[src/rtl/core/a64_fdec_pkg.sv]
// Shared types and constants of the AArch64 instruction field decoder.
// Holds the instruction class table and the decoded result record.
// No dependencies.
package a64_fdec_pkg;

  localparam int unsigned WORD_W = 32;
  localparam int unsigned IMM_W  = 26;
  localparam int unsigned REG_W  = 6;
  localparam int unsigned SLOTS  = 4;

  localparam logic [REG_W-1:0] REG_NONE = {REG_W{1'b1}};

  typedef enum logic [1:0] {
    CLS_INT  = 2'd0,
    CLS_LDST = 2'd1,
    CLS_BR   = 2'd2,
    CLS_FP   = 2'd3
  } cls_t;

  typedef struct packed {
    logic [WORD_W-1:0]            word;
    logic [SLOTS-1:0][IMM_W-1:0]  imm;
    logic [SLOTS-1:0][REG_W-1:0]  rg;
    logic                         status;
  } dec_res_t;

  function automatic cls_t class_of(input logic [3:0] op);
    cls_t c;
    case (op)
      4'h0, 4'h1, 4'h2, 4'h3, 4'ha, 4'hb: c = CLS_INT;
      4'h4, 4'h5, 4'h6, 4'h7:             c = CLS_BR;
      4'h8, 4'h9, 4'hc, 4'hd:             c = CLS_LDST;
      default:                            c = CLS_FP;
    endcase
    return c;
  endfunction

endpackage

[src/rtl/core/a64_fdec_decode.sv]
// Combinational field extraction for one AArch64 instruction word.
// Depends on a64_fdec_pkg for the class table and result record.
module a64_fdec_decode
  import a64_fdec_pkg::*;
(
  input  logic [WORD_W-1:0] word,
  output dec_res_t          res
);

  logic [WORD_W-1:0]           w;
  logic [SLOTS-1:0][IMM_W-1:0] imm;
  logic [SLOTS-1:0][REG_W-1:0] rg;
  logic                        status;

  assign w = word;

  always_comb begin
    imm    = '0;
    rg     = {SLOTS{REG_NONE}};
    status = 1'b0;
    case (class_of(w[27:24]))
      CLS_INT: begin
        imm[0] = IMM_W'(w[31]);
        if (w[27]) begin
          if (w[28]) begin
            case (w[24:22])
              3'd0: begin
                rg[0] = REG_W'(w[20:16]);
                rg[1] = REG_W'(w[9:5]);
                rg[2] = REG_W'(w[4:0]);
              end
              3'd1: begin
                if (w[11]) begin
                  imm[1] = IMM_W'(w[20:16]);
                  imm[2] = IMM_W'(w[15:12]);
                  imm[3] = IMM_W'(w[3:0]);
                  rg[0]  = REG_W'(w[9:5]);
                end else begin
                  imm[1] = IMM_W'(w[15:12]);
                  imm[2] = IMM_W'(w[3:0]);
                  rg[0]  = REG_W'(w[20:16]);
                  rg[1]  = REG_W'(w[9:5]);
                end
              end
              3'd2: begin
                imm[1] = IMM_W'(w[15:12]);
                rg[0]  = REG_W'(w[20:16]);
                rg[1]  = REG_W'(w[9:5]);
                rg[2]  = REG_W'(w[4:0]);
              end
              3'd3: begin
                if (w[30]) begin
                  rg[0] = REG_W'(w[9:5]);
                  rg[1] = REG_W'(w[4:0]);
                end else begin
                  rg[0] = REG_W'(w[20:16]);
                  rg[1] = REG_W'(w[9:5]);
                  rg[2] = REG_W'(w[4:0]);
                end
              end
              default: begin
                rg[0] = REG_W'(w[20:16]);
                rg[1] = REG_W'(w[14:10]);
                rg[2] = REG_W'(w[9:5]);
                rg[3] = REG_W'(w[4:0]);
              end
            endcase
          end else begin
            if (w[24] && w[21]) begin
              imm[1] = IMM_W'(w[15:13]);
              imm[2] = IMM_W'(w[12:10]);
            end else begin
              imm[1] = IMM_W'(w[23:22]);
              imm[2] = IMM_W'(w[15:10]);
            end
            rg[0] = REG_W'(w[20:16]);
            rg[1] = REG_W'(w[9:5]);
            rg[2] = REG_W'(w[4:0]);
          end
        end else begin
          case (w[25:23])
            3'd0, 3'd1: begin
              imm[0] = IMM_W'(w[30:29]);
              imm[1] = IMM_W'(w[23:5]);
              rg[0]  = REG_W'(w[4:0]);
            end
            3'd2, 3'd3: begin
              imm[1] = IMM_W'(w[23:22]);
              imm[2] = IMM_W'(w[21:10]);
              rg[0]  = REG_W'(w[9:5]);
              rg[1]  = REG_W'(w[4:0]);
            end
            3'd4, 3'd6: begin
              imm[1] = IMM_W'(w[21:16]);
              imm[2] = IMM_W'(w[15:10]);
              rg[0]  = REG_W'(w[9:5]);
              rg[1]  = REG_W'(w[4:0]);
            end
            3'd5: begin
              imm[1] = IMM_W'(w[22:21]);
              imm[2] = IMM_W'(w[20:5]);
              rg[0]  = REG_W'(w[4:0]);
            end
            default: begin
              imm[1] = IMM_W'(w[15:10]);
              rg[0]  = REG_W'(w[20:16]);
              rg[1]  = REG_W'(w[9:5]);
              rg[2]  = REG_W'(w[4:0]);
            end
          endcase
        end
      end
      CLS_LDST: begin
        case (w[29:28])
          2'd0: begin
            if (!w[26]) begin
              rg[0] = REG_W'(w[20:16]);
              rg[1] = REG_W'(w[14:10]);
              rg[2] = REG_W'(w[9:5]);
              rg[3] = REG_W'(w[4:0]);
            end
          end
          2'd1: begin
            rg[0]  = REG_W'(w[4:0]);
            imm[0] = IMM_W'($signed(w[23:5]));
          end
          2'd2: begin
            imm[0] = IMM_W'(w[21:15]);
            rg[0]  = REG_W'(w[14:10]);
            rg[1]  = REG_W'(w[9:5]);
            rg[2]  = REG_W'(w[4:0]);
          end
          default: begin
            rg[0] = REG_W'(w[9:5]);
            rg[1] = REG_W'(w[4:0]);
            if (w[24]) begin
              imm[0] = IMM_W'(w[21:10]);
            end else if (w[10]) begin
              imm[0] = IMM_W'($signed(w[20:12]));
            end else if (w[11] && w[21]) begin
              imm[0] = IMM_W'(w[15:13]);
              imm[1] = IMM_W'(w[12]);
              rg[0]  = REG_W'(w[20:16]);
              rg[1]  = REG_W'(w[9:5]);
              rg[2]  = REG_W'(w[4:0]);
            end else begin
              imm[0] = IMM_W'(w[20:12]);
            end
          end
        endcase
      end
      CLS_BR: begin
        case (w[31:29])
          3'd0, 3'd4: begin
            imm[0] = IMM_W'($signed(w[25:0]));
          end
          3'd1, 3'd5: begin
            rg[0]  = REG_W'(w[4:0]);
            imm[0] = IMM_W'(w[31]);
            if (w[25]) begin
              imm[1] = IMM_W'(w[23:19]);
              imm[2] = IMM_W'($signed(w[18:5]));
            end else begin
              imm[1] = IMM_W'(w[23:5]);
            end
          end
          3'd2: begin
            imm[0] = IMM_W'(w[23:5]);
            imm[1] = IMM_W'(w[3:0]);
          end
          3'd6: begin
            case (w[25:24])
              2'd0:    imm[0] = IMM_W'(w[20:5]);
              2'd1:    rg[0]  = REG_W'(w[4:0]);
              default: rg[0]  = REG_W'(w[9:5]);
            endcase
          end
          default: begin
          end
        endcase
      end
      default: begin
        status = 1'b1;
      end
    endcase
  end

  always_comb begin
    res.word   = w;
    res.imm    = imm;
    res.rg     = rg;
    res.status = status;
  end

endmodule

[src/rtl/core/arm64_instruction_field_decoder.sv]
// AArch64 instruction field decoder, top level.
// Registered path from input transfer to result transfer: input register, then result register.
// Throughput: one word per cycle; input stalls only while both registers are full and
// out_tready is low.
// Reset: rst_n synchronous, active low; clears both valid flags, payload is not reset.
// Depends on a64_fdec_pkg and a64_fdec_decode.
module arm64_instruction_field_decoder
  import a64_fdec_pkg::*;
(
  input  logic         clk,
  input  logic         rst_n,
  input  logic         in_tvalid,
  output logic         in_tready,
  input  logic [31:0]  in_tdata,   // code_word[31:0]
  output logic         out_tvalid,
  input  logic         out_tready,
  output logic [159:0] out_tdata,  // word_echo[31:0], imm_a..imm_d[26 each], reg_a..reg_d[6 each]
  output logic         out_tuser   // status
);

  logic              in_vld_r;
  logic [WORD_W-1:0] in_word_r;
  logic              out_vld_r;
  dec_res_t          out_res_r;
  dec_res_t          dec_res;
  logic              out_adv;
  logic              in_adv;

  a64_fdec_decode u_decode (
    .word (in_word_r),
    .res  (dec_res)
  );

  assign out_adv   = !out_vld_r || out_tready;
  assign in_adv    = !in_vld_r || out_adv;
  assign in_tready = in_adv;

  always_ff @(posedge clk) begin
    if (!rst_n) begin
      in_vld_r  <= 1'b0;
      out_vld_r <= 1'b0;
    end else begin
      if (in_adv) begin
        in_vld_r <= in_tvalid;
      end
      if (out_adv) begin
        out_vld_r <= in_vld_r;
      end
    end
    // hold payload unless its stage advances
    if (in_adv && in_tvalid) begin
      in_word_r <= in_tdata;
    end
    if (out_adv && in_vld_r) begin
      out_res_r <= dec_res;
    end
  end

  assign out_tvalid = out_vld_r;
  assign out_tuser  = out_res_r.status;

  always_comb begin
    out_tdata[31:0]    = out_res_r.word;
    out_tdata[57:32]   = out_res_r.imm[0];
    out_tdata[83:58]   = out_res_r.imm[1];
    out_tdata[109:84]  = out_res_r.imm[2];
    out_tdata[135:110] = out_res_r.imm[3];
    out_tdata[141:136] = out_res_r.rg[0];
    out_tdata[147:142] = out_res_r.rg[1];
    out_tdata[153:148] = out_res_r.rg[2];
    out_tdata[159:154] = out_res_r.rg[3];
  end

endmodule

[config.mk]
export PLATFORM = sky130hd
export DESIGN_NAME = arm64_instruction_field_decoder
export DESIGN_NICKNAME = d
export VERILOG_FILES = /design/src/rtl/core/a64_fdec_pkg.sv /design/src/rtl/core/a64_fdec_decode.sv /design/src/rtl/core/arm64_instruction_field_decoder.sv
export SDC_FILE = /design/constraint.sdc
export NUM_CORES = 1
export LEC_CHECK = 0
export ABC_CLOCK_PERIOD_IN_PS = 7350
export BUFFER_PORTS_ARGS = -buffer_cell sky130_fd_sc_hd__buf_4
export CAP_MARGIN = 30
export CORE_ASPECT_RATIO = 1.75
export CORE_MARGIN = 3
export CORE_UTILIZATION = 49
export DETAILED_ROUTE_END_ITERATION = 12
export PLACE_DENSITY = 0.77
export REMOVE_ABC_BUFFERS = 1
export SETUP_SLACK_MARGIN = 0.1
export SYNTH_ARGS = -nofsm -noshare
export SYNTH_HDL_FRONTEND = slang
export SYNTH_SLANG_ARGS = --single-unit
[constraint.sdc]
create_clock -name clk -period 7.35 [get_ports clk]
set_input_delay 1.1025 -clock clk [delete_from_list [all_inputs] [get_ports clk]]
set_output_delay 1.1025 -clock clk [all_outputs]
set_load 0.1 [all_outputs]
==> metrics.csv, run 1 <==
stage,metric,value,unit
outcome,status,finished clean,
drt,Routed Antenna Nets,0,
logic_synthesis,number of flops mapped to enable cells by yosys,155,
logic_synthesis,Post-Syn Area per Cell,11.1,um^2
drt,DRC viols,0,
floorplanning,num rows,63,
setup_path,Critical Path Source Type,primary input,
clocking,Post-CTS Resized,0,
grt,GRT Total Usage,0.275,
clocking,CTS tree,built,
timing,Setup WS post-layout,4280,ps
finish,share of cells above drive strength 1,0.266,
drt,via-per-instance ratio,6.37,
finish,"most common cell after layout, fill and taps aside",buf_4,
drt,wire per inst,23.7,um
logic_synthesis,ys async rst share,0,
timing,Setup Total Neg Slack,0,ps
grt,number of global-route vias before repair,7083,
clocking,H-tree depth,4,
setup_path,critical path arrival,1970,ps
clocking,clk root buf,clkbuf_16,
setup_path,Critical Path Fanout Max,4,
setup_path,CP endpoint kind,primary output,
timing,Hold Slack,553,ps
grt,largest net degree at the start of global routing,84,
floorplanning,die width,106,um
logic_synthesis,Post-synth top flop,edfxtp_1,
grt,first-pass GRT wire length,40100,um
run,maxcap violations,0,
floorplanning,die height,181,um
floorplanning,Die Area,0.0192,mm^2
finish,"leading cell types in the layout, fill and taps excluded","185 x buf_4, 155 x edfxtp_1, 49 x nand2_1, 47 x o21ai_0, 45 x nor2_1",
timing,Worst Skew,13.1,ps
finish,fillers,1444,
min_path,Hold/Removal Path Class,reg -> reg,
clocking,clk buf depth,2,
power,Power Dens Cells,258,mW/mm^2
placement,number of port buffers,169,
drt,initial DRC count,1092,
floorplanning,I/O pin count,199,
drt,drt first pass iters,6,
finish,# diodes,0,
finish,Layout Area Growth over Synthesis,20.9,%
timing,final hold vios,0,
drt,metal3 WL,2580,um
logic_synthesis,"Warnings, synthesis",0,
timing,Final Cycle Share,0.418,
logic_synthesis,"Seq/Total Area, Yosys",0.552,
clocking,worst-skew pair later-pin latency,430,ps
timing,Slew Limit Fails,0,
power,static leakage,0.00398,uW
finish,nets@finish,931,
timing,RSZ-0062 raised after global routing,false,
clocking,Num CTS Buffers,17,
drt,DR top layer,met4,
timing,final setup violation count,0,
clocking,clock transition at the registers of the reported paths,60,ps
floorplanning,core area,0.0170,mm^2
logic_synthesis,synthesized area,0.00857,mm^2
finish,final instance area,0.0104,mm^2
setup_path,Crit Path Class,in -> out,
clocking,Post-CTS Setup Bufs,0,
drt,via count,7223,
timing,max_slew headroom,0.399,
timing,Tmin final,3070,ps
timing,f_max,326,MHz
clocking,CTS hold repair buffers,0,
placement,GP Congestion,0.981,
logic_synthesis,post-synthesis register bit count,159,
drt,final wirelength,26900,um
drt,WL met2,13300,um
clocking,clk sinks,159,
floorplanning,Starting Density,0.503,
drt,M1 WL,9140,um
logic_synthesis,Synth cell types,73,
power,peak supply drop,0.142,mV
grt,GRT Residual Overflow,0,
grt,antenna violations before repair,0,
timing,worst slew pin tran,902,ps
logic_synthesis,Post-Syn Instances,775,
setup_path,Worst Path Required,6250,ps
placement,Place WS,4200,ps
placement,DPL Wire Length,17200,um
placement,placed cell areas,0.00973,mm^2
finish,final core occ,0.609,
[layout make-up]
class	count	area [um^2]	area share
Clock inverter	11	165	0.0159
Inverter	21	78.8	0.00761
Clock buffer	20	437	0.0421
Multi-Input combinational cell	510	3250	0.313
Sequential cell	159	4730	0.457
Timing Repair Buffer	186	1420	0.137
Tap cell	227	284	0.0274
[power breakdown]
part           switching, uW  internal [uW]
sequential              59.5           1060
clock                    340            564
combinational            514            142
[flip-flops by register name, indices dropped and copies added (netlist names), named ones only]
signal and cells:
out_tvalid 1, in_word_r 32, out_tuser 1, in_vld_r 1, out_tdata 122
[worst paths after layout]
check	start	end	slack [ps]	depth (start not counted)
setup / recovery	out_tready	in_tready	4280	4
hold / removal	in_vld_r$_SDFFE_PN0N_	out_tvalid$_SDFFE_PN0P_	550	1
setup reg to reg	in_word_r[24]$_DFFE_PP_	out_tdata[45]$_DFFE_PP_	4740	6
hold reg to reg	in_vld_r$_SDFFE_PN0N_	out_tvalid$_SDFFE_PN0P_	550	1
[logic make-up after synthesis]
group | count (synthesis) | synth area share
and+or+nand+nor | 206 | 0.127
muxes | 30 | 0.0399
AOI/OAI and AO/OA | 245 | 0.199
other | 1 | 0.000438
buffers and inverters | 134 | 0.0819
DFF | 159 | 0.552
[layer usage]
layer,vias up,global-route usage
met3,149,0.0576
met2,567,0.450
met1,3372,0.312
met4,0,0.207
met5,-,0
li1,3135,-
[per-stage QoR]
step | total power (uW) | instances
2_1_floorplan | 1620 | 690
3_3_place_gp | 1770 | 1102
3_5_place_dp | 1780 | 1102
4_1_cts | 2680 | 1133
5_1_grt | 2750 | 1134
6_report | 2680 | 1134
[critical path: stages]
cell and delay [ps]:
buf_4 110, nor2b_1 320, nand2_1 180, buf_4 270
[synthesized netlist by cell type, types with 4 or more instances]
library cell | number | area [um^2]
a211o_1 | 10 | 87.6
a211oi_1 | 6 | 45.0
a21o_1 | 14 | 105
a21oi_1 | 44 | 220
a221o_1 | 9 | 90.1
a221oi_1 | 7 | 61.3
a22o_1 | 10 | 87.6
a22oi_1 | 17 | 128
a31oi_1 | 9 | 56.3
and2_1 | 13 | 81.3
and3_1 | 7 | 43.8
buf_1 | 4 | 15.0
buf_2 | 18 | 90.1
buf_4 | 43 | 323
clkbuf_1 | 46 | 173
dfxtp_1 | 4 | 80.1
edfxtp_1 | 155 | 4650
inv_1 | 21 | 78.8
mux2_2 | 8 | 90.1
mux2i_1 | 18 | 180
nand2_1 | 49 | 184
nand2b_1 | 8 | 50.1
nand3_1 | 10 | 50.1
nor2_1 | 45 | 169
nor2b_1 | 16 | 100
nor3_1 | 16 | 80.1
nor4_1 | 7 | 43.8
o211ai_1 | 7 | 52.6
o21ai_0 | 47 | 235
o221ai_1 | 10 | 87.6
o22ai_1 | 13 | 81.3
o32ai_1 | 6 | 52.6
or2_2 | 9 | 56.3
or3_1 | 6 | 37.5
(Power assumes the default switching activity.)
==> run 2: changes to the inputs <==
--- a/config.mk
+++ b/config.mk
@@ -5,14 +5,14 @@
 export SDC_FILE = /design/constraint.sdc
 export NUM_CORES = 1
 export LEC_CHECK = 0
-export ABC_CLOCK_PERIOD_IN_PS = 7350
+export ABC_CLOCK_PERIOD_IN_PS = 3000
 export BUFFER_PORTS_ARGS = -buffer_cell sky130_fd_sc_hd__buf_4
 export CAP_MARGIN = 30
 export CORE_ASPECT_RATIO = 1.75
 export CORE_MARGIN = 3
-export CORE_UTILIZATION = 49
+export CORE_UTILIZATION = 55
 export DETAILED_ROUTE_END_ITERATION = 12
-export PLACE_DENSITY = 0.77
+export PLACE_DENSITY = 0.81
 export REMOVE_ABC_BUFFERS = 1
 export SETUP_SLACK_MARGIN = 0.1
 export SYNTH_ARGS = -nofsm -noshare
==> constraint.sdc (replaced) <==
create_clock -name clk -period 3 [get_ports clk]
set_input_delay 0.45 -clock clk [delete_from_list [all_inputs] [get_ports clk]]
set_output_delay 0.45 -clock clk [all_outputs]
set_load 0.1 [all_outputs]
==> metrics.csv, run 2 (same netlist as run 1, synthesis figures left out) <==
stage,metric,value,unit,change
outcome,status,finished clean,,
timing,worst slew pin tran,854,ps,-47.7 ps
setup_path,number of cells on the worst reg-to-reg path,6,,unchanged
clocking,clock transition at the registers of the reported paths,70,ps,about the same
drt,wire per inst,27.2,um,+15%
grt,layer carrying the most global-route usage,met2,,
placement,GP Congestion,1.05,,+7.1%
finish,Layout Area Growth over Synthesis,23.8,%,
drt,via count,7694,,+6.5%
placement,DPL Wire Length,20900,um,+21%
setup_path,CP Buf/Inv Count,1,,-1
min_path,Hold/Removal Path Class,in -> reg,,
timing,f_max,397,MHz,
setup_path,critical path arrival,2740,ps,+770 ps
drt,drt first pass iters,9,,+3
setup_path,WP depth,6,,+2
clocking,CTS hold repair buffers,0,,unchanged
power,Power Dens Cells,623,mW/mm^2,+140%
finish,area taken by multi-input logic gates,0.00325,mm^2,unchanged
setup_path,crit-path cells,buf_4 -> and2_1 -> a311o_1 -> nor2_1 -> a211o_1 -> a222oi_1,,
grt,GR Util met3,0.0653,,+0.00772
timing,Worst Skew,10.6,ps,-2.46 ps
finish,"leading cell types in the layout, fill and taps excluded","223 x buf_4, 155 x edfxtp_1, 49 x nand2_1, 47 x o21ai_0, 45 x nor2_1",,
timing,Final Cycle Share,0.839,,
clocking,Post-CTS Setup Bufs,0,,unchanged
grt,first-pass GRT wire length,45300,um,+13%
clocking,worst-skew pair later-pin latency,430,ps,about the same
floorplanning,Starting Density,0.569,,+0.0657
clocking,Num CTS Buffers,17,,unchanged
clocking,H-tree depth,4,,unchanged
clocking,Post-CTS Resized,0,,unchanged
clocking,clk root buf,clkbuf_16,,
setup_path,Worst path max stage delay,660,ps,+340 ps
finish,FF/Latch Area,0.00473,mm^2,unchanged
floorplanning,die width,100,um,-5.3%
power,peak supply drop,0.412,mV,+190%
timing,Setup Total Neg Slack,0,ps,unchanged
setup_path,Top Family by Delay on Critical Path,compound AO/OA/AOI/OAI gates,,
clocking,clk sinks,159,,unchanged
power,static leakage,0.00418,uW,+5.0%
placement,number of port buffers,169,,unchanged
min_path,hold path depth,1,,unchanged
finish,share of cells above drive strength 1,0.300,,+0.0346
setup_path,Critical Path Fanout Max,34,,+30
drt,Routed Antenna Nets,0,,unchanged
finish,"most common cell after layout, fill and taps aside",buf_4,,
grt,GRT Residual Overflow,0,,unchanged
grt,GRT Total Usage,0.357,,+0.0827
timing,final setup violation count,0,,unchanged
drt,initial DRC count,1033,,-5.4%
run,maxcap violations,0,,unchanged
grt,largest net degree at the start of global routing,74,,-12%
grt,antenna violations before repair,0,,unchanged
finish,fillers,1130,,-22%
setup_path,Critical Path Source Type,register,,
timing,max_slew headroom,0.431,,+0.0318
grt,met1 Use GR,0.419,,+0.108
floorplanning,I/O pin count,199,,unchanged
drt,via-per-instance ratio,6.80,,+6.7%
drt,DRC viols,0,,unchanged
finish,nets@finish,972,,+4.4%
setup_path,Worst Path Required,3230,ps,-3020 ps
timing,RSZ-0062 raised after global routing,false,,
floorplanning,num rows,59,,-6.3%
setup_path,highest-delay cell along the critical path,edfxtp_1,,
grt,number of global-route vias before repair,7561,,+6.7%
setup_path,Crit Path Class,reg -> reg,,
clocking,CTS tree,built,,
floorplanning,Die Area,0.0172,mm^2,-10%
finish,max reg flops,122,,unchanged
floorplanning,die height,171,um,-5.4%
setup_path,CP endpoint kind,register,,
clocking,clk buf depth,2,,unchanged
grt,met2 Resource Use GR,0.579,,+0.130
drt,final wirelength,30800,um,+15%
finish,# diodes,0,,unchanged
timing,final hold vios,0,,unchanged
floorplanning,core area,0.0151,mm^2,-12%
timing,Tmin final,2520,ps,
timing,Slew Limit Fails,0,,unchanged
timing,Hold Slack,194,ps,-360 ps
[run 2: changes by cell type in the layout (fill, tap and decap cells not counted)]
cell,change
clkbuf_1,-2
buf_16,-1
buf_2,+1
clkinv_2,-1
buf_12,+3
clkinv_4,+2
clkinvlp_4,-1
buf_4,+38
bufinv_16,-2
inv_6,+5
[run 2: final cells by class]
type,count,share of cell area
multi-input cells,510,0.306
clock inverters,14,0.0145
well taps,183,0.0216
clock buffers,18,0.0404
flip-flops and latches,159,0.446
repair buffers,227,0.164
inverters,21,0.00743
[run 2: layer usage]
metal | wire length (um) | part of all wire | vias to the layer above
met3 | 3240 | 0.11 | 200
li1 | - | - | 3215
met2 | 15100 | 0.49 | 710
met1 | 9880 | 0.32 | 3569
met5 | 0 | 0 | -
met4 | 2580 | 0.084 | 0
[run 2: final timing paths]
check,start,end,slack [ps]
min reg2reg,in_vld_r$_SDFFE_PN0N_,out_tvalid$_SDFFE_PN0P_,530
max reg2reg,in_word_r[28]$_DFFE_PP_,out_tdata[143]$_DFFE_PP_,480
max,in_word_r[28]$_DFFE_PP_,out_tdata[143]$_DFFE_PP_,480
min,in_tdata[12],in_word_r[12]$_DFFE_PP_,190
[run 2: worst register-to-register path: stages, from the launching register on]
cell	delay, ps
edfxtp_1	660
buf_4	460
and2_1	230
a311o_1	310
nor2_1	70
a211o_1	310
a222oi_1	280
[run 2: stage by stage]
step           setup WS, ps  instances  power [uW]   util  area (um^2)
2_1_floorplan         -4020        690        3960      -         8050
3_3_place_gp            555       1099        4430  0.666        10000
3_5_place_dp            576       1100        4440  0.666        10000
4_1_cts                 570       1132        6600  0.705        10600
5_1_grt                 362       1132        6770  0.705        10600
6_report                484       1132        6610  0.705        10600
[run 2: where the power goes]
| part | internal, uW | switching (uW) |
|---|---|---|
| combinational | 387 | 1330 |
| clock | 1240 | 938 |
| sequential | 2590 | 129 |
